[src/rtl/rrtd_pkg.sv]
// shared types and constants of the round-robin task dispatcher
package rrtd_pkg;

  localparam int TASK_LIMIT_DEF = 128;
  localparam int PROCESSORS_DEF = 4;
  localparam logic [15:0] BUDGET_RESET = 16'd10;

  typedef enum logic [1:0] {
    ACT_CREATE   = 2'd0,
    ACT_SELECT   = 2'd1,
    ACT_COMPLETE = 2'd2
  } action_t;

  typedef enum logic [2:0] {
    STS_LOADED   = 3'd0,
    STS_WAITING  = 3'd1,
    STS_FULL     = 3'd2,
    STS_EMPTY    = 3'd3,
    STS_REQUEUED = 3'd4,
    STS_FINISHED = 3'd5,
    STS_SELECTED = 3'd6
  } status_t;

  typedef struct packed {
    logic [1:0] action;
    logic       finished;
  } req_t;

  typedef struct packed {
    logic [2:0]  status;
    logic [7:0]  task_id;
    logic [1:0]  processor;
    logic [15:0] budget;
    logic        handed_valid;
    logic [7:0]  handed_task;
  } res_t;

endpackage

[src/rtl/rrtd_ring_mem.sv]
// ring storage with one write port and one registered, write-through read port
module rrtd_ring_mem #(
  parameter int DEPTH = 128,
  parameter int WIDTH = 8
) (
  input  logic                     clk,
  input  logic                     we,
  input  logic [$clog2(DEPTH)-1:0] waddr,
  input  logic [WIDTH-1:0]         wdata,
  input  logic [$clog2(DEPTH)-1:0] raddr,
  output logic [WIDTH-1:0]         rdata
);

  logic [WIDTH-1:0] mem [DEPTH];

  always_ff @(posedge clk) begin
    if (we) begin
      mem[waddr] <= wdata;
    end
  end

  // new head written this cycle is seen at once
  always_ff @(posedge clk) begin
    if (we && (waddr == raddr)) begin
      rdata <= wdata;
    end else begin
      rdata <= mem[raddr];
    end
  end

endmodule

[src/rtl/rrtd_sched.sv]
// scheduler state, ready and wait rings, and the per-request decision logic
module rrtd_sched #(
  parameter int TASK_LIMIT = rrtd_pkg::TASK_LIMIT_DEF,
  parameter int PROCESSORS = rrtd_pkg::PROCESSORS_DEF
) (
  input  logic           clk,
  input  logic           rst,
  input  logic           fire,
  input  rrtd_pkg::req_t req,
  input  logic [15:0]    slice_budget,
  output rrtd_pkg::res_t result
);

  import rrtd_pkg::*;

  localparam int AW     = $clog2(TASK_LIMIT);
  localparam int CW     = $clog2(TASK_LIMIT + 1);
  localparam int PW     = (PROCESSORS > 1) ? $clog2(PROCESSORS) : 1;
  localparam int RE_W   = PW + CW;

  logic [AW-1:0]         rhead, rhead_next, whead, whead_next;
  logic [CW-1:0]         rfill, rfill_next, wfill, wfill_next;
  logic [CW-1:0]         created, created_next;
  logic [PROCESSORS-1:0] free, free_next;

  logic            r_we, w_we;
  logic [RE_W-1:0] r_wdata, r_rdata;
  logic [CW-1:0]   w_wdata, w_rdata;
  logic [AW-1:0]   r_tail, w_tail;
  logic [CW:0]     r_sum, w_sum;

  logic [CW-1:0] new_pid, head_pid;
  logic [PW-1:0] head_proc, pick;

  // tail = head + fill, wrapped on the ring depth
  always_comb begin
    r_sum = (CW+1)'(rhead) + (CW+1)'(rfill);
    w_sum = (CW+1)'(whead) + (CW+1)'(wfill);
    r_tail = (r_sum >= (CW+1)'(TASK_LIMIT)) ? AW'(r_sum - (CW+1)'(TASK_LIMIT)) : AW'(r_sum);
    w_tail = (w_sum >= (CW+1)'(TASK_LIMIT)) ? AW'(w_sum - (CW+1)'(TASK_LIMIT)) : AW'(w_sum);
  end

  // lowest free processor
  always_comb begin
    pick = '0;
    for (int i = PROCESSORS - 1; i >= 0; i--) begin
      if (free[i]) pick = PW'(i);
    end
  end

  assign new_pid   = CW'(created + 1'b1);
  assign head_pid  = r_rdata[CW-1:0];
  assign head_proc = r_rdata[RE_W-1:CW];

  always_comb begin
    rhead_next   = rhead;
    rfill_next   = rfill;
    whead_next   = whead;
    wfill_next   = wfill;
    created_next = created;
    free_next    = free;
    r_we         = 1'b0;
    r_wdata      = r_rdata;
    w_we         = 1'b0;
    w_wdata      = new_pid;
    result       = '0;
    if (fire) begin
      case (req.action)
        ACT_CREATE: begin
          if (created == CW'(TASK_LIMIT)) begin
            result.status = STS_FULL;
          end else begin
            created_next   = CW'(created + 1'b1);
            result.task_id = 8'(new_pid);
            if (|free) begin
              free_next[pick]  = 1'b0;
              r_we             = 1'b1;
              r_wdata          = {pick, new_pid};
              rfill_next       = CW'(rfill + 1'b1);
              result.status    = STS_LOADED;
              result.processor = 2'(pick);
            end else begin
              w_we          = 1'b1;
              wfill_next    = CW'(wfill + 1'b1);
              result.status = STS_WAITING;
            end
          end
        end
        ACT_SELECT, ACT_COMPLETE: begin
          if (rfill == '0) begin
            result.status = STS_EMPTY;
          end else if (req.action == ACT_SELECT) begin
            result.status    = STS_SELECTED;
            result.task_id   = 8'(head_pid);
            result.processor = 2'(head_proc);
            result.budget    = slice_budget;
          end else begin
            rhead_next       = (rhead == AW'(TASK_LIMIT - 1)) ? '0 : AW'(rhead + 1'b1);
            result.task_id   = 8'(head_pid);
            result.processor = 2'(head_proc);
            if (!req.finished) begin
              // back to the tail, fill unchanged
              r_we          = 1'b1;
              result.status = STS_REQUEUED;
            end else if (wfill != '0) begin
              // freed processor goes straight to the oldest waiting task
              whead_next          = (whead == AW'(TASK_LIMIT - 1)) ? '0 : AW'(whead + 1'b1);
              wfill_next          = CW'(wfill - 1'b1);
              r_we                = 1'b1;
              r_wdata             = {head_proc, w_rdata};
              result.status       = STS_FINISHED;
              result.handed_valid = 1'b1;
              result.handed_task  = 8'(w_rdata);
            end else begin
              free_next[head_proc] = 1'b1;
              rfill_next           = CW'(rfill - 1'b1);
              result.status        = STS_FINISHED;
            end
          end
        end
        default: begin
          result = '0;
        end
      endcase
    end
  end

  always_ff @(posedge clk) begin
    if (rst) begin
      rhead   <= '0;
      rfill   <= '0;
      whead   <= '0;
      wfill   <= '0;
      created <= '0;
      free    <= '1;
    end else begin
      rhead   <= rhead_next;
      rfill   <= rfill_next;
      whead   <= whead_next;
      wfill   <= wfill_next;
      created <= created_next;
      free    <= free_next;
    end
  end

  // both rings read the next head every cycle so the head entry is always at hand
  rrtd_ring_mem #(
    .DEPTH (TASK_LIMIT),
    .WIDTH (RE_W)
  ) u_ready_ring (
    .clk   (clk),
    .we    (r_we),
    .waddr (r_tail),
    .wdata (r_wdata),
    .raddr (rhead_next),
    .rdata (r_rdata)
  );

  rrtd_ring_mem #(
    .DEPTH (TASK_LIMIT),
    .WIDTH (CW)
  ) u_wait_ring (
    .clk   (clk),
    .we    (w_we),
    .waddr (w_tail),
    .wdata (w_wdata),
    .raddr (whead_next),
    .rdata (w_rdata)
  );

endmodule

[src/rtl/round_robin_task_dispatcher.sv]
// round-robin task dispatcher: top level with handshakes and slice budget register
// a request accepted into the pending register has its result registered on rsp_data when it fires
// throughput: one request per cycle while rsp_ready stays high, set by the prefetched head read of each ring memory
// result register and pending request register keep both sides moving under stalls
// reset (rst, synchronous): queues empty, all processors free, pid counter at zero (first pid one),
// slice budget 10; ring contents are not cleared and need no clearing pass
module round_robin_task_dispatcher #(
  parameter int TASK_LIMIT = rrtd_pkg::TASK_LIMIT_DEF,
  parameter int PROCESSORS = rrtd_pkg::PROCESSORS_DEF
) (
  input  logic           clk,
  input  logic           rst,
  input  logic           req_valid,
  output logic           req_ready,
  input  rrtd_pkg::req_t req_data,
  output logic           rsp_valid,
  input  logic           rsp_ready,
  output rrtd_pkg::res_t rsp_data,
  input  logic           cfg_we,
  input  logic [15:0]    cfg_data
);

  import rrtd_pkg::*;

  logic        pend_valid;
  req_t        pend;
  logic        fire;
  res_t        result;
  logic [15:0] slice_budget;

  // a pending request is worked on once the result register is free or being emptied
  assign fire      = pend_valid && (!rsp_valid || rsp_ready);
  // the pending register takes a new request while the current one moves on
  assign req_ready = !pend_valid || fire;

  always_ff @(posedge clk) begin
    if (rst) begin
      pend_valid <= 1'b0;
    end else if (req_ready) begin
      pend_valid <= req_valid;
    end
  end

  // payload register, no reset needed
  always_ff @(posedge clk) begin
    if (req_valid && req_ready) begin
      pend <= req_data;
    end
  end

  // slice budget; the user must write it only while idle, the block itself does not enforce this
  always_ff @(posedge clk) begin
    if (rst) begin
      slice_budget <= BUDGET_RESET;
    end else if (cfg_we) begin
      slice_budget <= cfg_data;
    end
  end

  // all queue and processor bookkeeping for the pending request
  rrtd_sched #(
    .TASK_LIMIT (TASK_LIMIT),
    .PROCESSORS (PROCESSORS)
  ) u_sched (
    .clk          (clk),
    .rst          (rst),
    .fire         (fire),
    .req          (pend),
    .slice_budget (slice_budget),
    .result       (result)
  );

  // result register, held while the consumer stalls
  always_ff @(posedge clk) begin
    if (rst) begin
      rsp_valid <= 1'b0;
    end else if (fire) begin
      rsp_valid <= 1'b1;
    end else if (rsp_ready) begin
      rsp_valid <= 1'b0;
    end
  end

  always_ff @(posedge clk) begin
    if (fire) begin
      rsp_data <= result;
    end
  end

endmodule

[config.mk]
export PLATFORM = sky130hd
export DESIGN_NAME = round_robin_task_dispatcher
export DESIGN_NICKNAME = d
export VERILOG_FILES = /design/src/rtl/rrtd_pkg.sv /design/src/rtl/rrtd_ring_mem.sv /design/src/rtl/rrtd_sched.sv /design/src/rtl/round_robin_task_dispatcher.sv
export SDC_FILE = /design/constraint.sdc
export NUM_CORES = 2
export LEC_CHECK = 0
export ABC_CLOCK_PERIOD_IN_PS = 20100
export BUFFER_PORTS_ARGS = -buffer_cell sky130_fd_sc_hd__buf_2
export CAP_MARGIN = 0
export CORE_MARGIN = 5
export CORE_UTILIZATION = 35
export DETAILED_ROUTE_END_ITERATION = 8
export GPL_TIMING_DRIVEN = 0
export PLACE_DENSITY = 0.6
export SYNTH_ARGS = -nofsm -noshare
export SYNTH_HDL_FRONTEND = slang
export SYNTH_SLANG_ARGS = --single-unit
[constraint.sdc]
create_clock -name clk -period 20.1 [get_ports clk]
set_clock_uncertainty 0.15 [all_clocks]
set_input_delay 3.015 -clock clk [delete_from_list [all_inputs] [get_ports clk]]
set_output_delay 3.015 -clock clk [all_outputs]
set_load 0.02 [all_outputs]
==> impl_metrics.py <==
metrics = {
    "routing": {
        "num_vias": 49650,
        "drtPass1Iterations": 8,
        "wirelength_um": 279800,
        "vias_per_cell": 5.682,
        "drtIter0Drc": 6694,
        "ant_nets": 0,
        "drc": 0,
        "wl_per_cell_um": 32.01,
    },
    "sta": {
        "fin_setup_tns_ns": 0,
        "setup_violations": 0,
        "period_share": 0.3764,
        "timing.fmax_mhz": 132.2,
        "holdWs_ns": 0.3384,
        "relSlewSlack": -0.02216,
        "finalHoldViolCount": 0,
        "rsz0062_at_grt": "false",
        "worst_slew_pin_slew_ns": 1.533,
        "slew_viol_final": 11,
        "fin_crit_ns": 7.566,
    },
    "floorplanning": {
        "fp-row-count": 191,
        "die_y_um": 531.4,
        "ios": 64,
        "die_w_um": 531.4,
        "core-area_mm2": 0.2708,
        "die_area_mm2": 0.2824,
        "start_util": 0.3514,
    },
    "worst_hold_path": {
        "hp-class": "register to register",
    },
    "run_status": {
        "violations": "capacitance limit, slew limit",
        "outcome": "finished with violations",
    },
    "clock_network": {
        "numClockSinks": 2419,
        "post-cts-setup-buffer-count": 0,
        "hold_buffers": 0,
        "cts.clk_slew.worst_paths_ns": 0.06,
        "cts.path.max_buffers": 4,
        "clock_latency_ns": 0.92,
        "cts_resized": 0,
        "numCtsBuffers": 235,
        "cts_htree_levels": 4,
        "tritoncts": "built",
        "cts-root-buf": "clkbuf_16",
    },
    "cells_and_area": {
        "final_area_mm2": 0.1083,
        "nFillCells": 23940,
        "area_growth_pct": 13.80,
        "final_nets": 5044,
        "drive_above_1_share": 0.2280,
        "final_util": 0.3999,
    },
    "synth": {
        "synth_area_leader_cell": "edfxtp_1",
        "synth-async-reset-ratio": 0,
        "ys.flop_type": "edfxtp_1",
        "yosys-top-cells-area": "edfxtp_1, mux4_2, dfxtp_1, nor2_1, mux2i_1",
        "syn_area_per_cell_um2": 20.59,
        "yosys.cell_types.count": 82,
        "syn_area_mm2": 0.09516,
        "synth_warnings": 0,
        "synth_top_area_frac": 0.7400,
        "synth_common_cells": "edfxtp_1, mux4_2, nor2_1",
        "ys_seq_area_frac": 0.7556,
        "synth_edf_count": 2345,
        "yosysMostFrequentCell": "edfxtp_1",
        "syn-instance-count": 4621,
        "synth-seq-cells": 2419,
        "syn_nets": 4681,
    },
    "worst_setup_path": {
        "crit_fanout": 41,
        "cp-start-kind": "register",
        "cp.arrival_ns": 8.01,
        "end_kind": "register",
        "cp.required_ns": 20.55,
        "crit_type": "register to register",
    },
    "power_and_ir_drop": {
        "p_leak_nw": 32.77,
        "ir_drop_v": 0.00006892,
        "power_density_mw_per_mm2": 92.47,
    },
    "grt": {
        "antenna_found_initial": 10,
        "grt-ovfl-total": 0,
        "grt_usage": 0.1915,
        "first_global_vias": 49010,
        "grt_pass1_wl_um": 385900,
        "grt_max_degree": 97,
    },
    "placed_design": {
        "place_congestion": 0.9492,
        "dp_hpwl_um": 186600,
        "port_buffers": 62,
        "placed_area_mm2": 0.1011,
    },
    "job": {
        "drv_cap": 1,
    },
}
routing by layer:
layer / vias up / share of wire / wire, um / track usage
met2: 2759 / 0.47 / 132800 / 0.3080
met5: - / 0.00018 / 49 / 0
met3: 568 / 0.097 / 27010 / 0.04663
met1: 26380 / 0.38 / 107300 / 0.2521
met4: 8 / 0.045 / 12560 / 0.07356
li1: 19940 / - / - / -
final cells by class:
cell class / instances / area, um2 / area share
flip-flops and latches: 2419 / 71900 / 0.6640
diodes: 3 / 7.507 / 0.00006933
inverters: 28 / 115.1 / 0.001063
clock inverters: 97 / 840.8 / 0.007765
repair buffers: 126 / 1324 / 0.01222
plain buffers: 240 / 1364 / 0.01259
multi-input cells: 1934 / 21940 / 0.2026
clock buffers: 322 / 6327 / 0.05843
well taps: 3570 / 4467 / 0.04125
worst paths after layout:
| path | cells after the start | slack (ns) | start | endpoint |
|---|---|---|---|---|
| worst min-delay path | 2 | 0.34 | slice_budget[11] | slice_budget[11] |
| worst min register to register | 2 | 0.34 | slice_budget[11] | slice_budget[11] |
| worst max register to register | 13 | 12.53 | register | u_sched.u_ready_ring.mem[115][4] |
| worst max-delay path | 13 | 12.53 | register | u_sched.u_ready_ring.mem[115][4] |
critical path, cell delays in order, from the launching register on:
cell and delay (ns):
dfxtp_1 0.61, clkbuf_1 0.91, buf_4 0.40, clkbuf_1 1.00, clkbuf_1 1.11, nor2b_1 0.10
a211oi_1 0.54, a211oi_1 0.28, nor4_2 0.82, o22ai_1 0.14, o21bai_4 0.40, buf_12 0.30
buf_12 0.19, buf_12 0.18
logic make-up (layout without fill, tap and decap cells):
group           Yosys count  count (layout)  share of synthesized area
mux                     765             765                     0.1567
buf+inv                 268             813                    0.01536
flops                  2419            2419                     0.7556
fa+ha+maj                36              36                   0.005049
simple gates            683             683                    0.03244
other cells               0               3                          0
xor+xnor                 53              53                   0.004878
compound gates          397             397                    0.02997
flip-flops by register name (all words and copies together), names as in the netlist, named ones only:
signal and count:
u_sched.rhead 7, u_sched.wfill 8, rsp_valid 1, rsp_data 38
pend_valid 1, u_sched.free 4, u_sched.u_wait_ring.mem 1024, u_sched.whead 7
pend 3, u_sched.rfill 8, u_sched.u_ready_ring.mem 1280, slice_budget 16
u_sched.created 8
metrics by stage:
step / instances / total power [W] / setup WS (ns)
3_3_place_gp: 8253 / 0.005892 / -0.2375
5_1_grt: 8737 / 0.01028 / 12.64
6_report: 8739 / 0.01001 / 12.53
2_1_floorplan: 4621 / 0.005782 / 7.672
4_1_cts: 8735 / 0.01005 / 12.37
3_5_place_dp: 8316 / 0.005886 / 12.41
where the power goes:
group	leakage, nW	switching [W]	total, W	internal [W]
clock	3.49	0.00189	0.00423	0.00235
sequential	22.0	0.00000502	0.00552	0.00552
combinational	7.25	0.000171	0.000255	0.0000843
placed cells by master (no fill, tap or decap), types with 43 or more instances in the layout:
master,instances
mux2i_1,124
edfxtp_1,2345
clkbuf_16,235
o221ai_1,61
mux2_2,80
a211oi_1,57
clkinv_1,44
dfxtp_1,74
nand3_1,67
nor2b_1,51
clkbuf_1,175
mux4_2,525
nor2_1,376
nand2_1,77
buf_2,118
a21oi_1,55
o22ai_1,60
buf_4,43
Note: power is estimated with default switching activity, not from simulation.
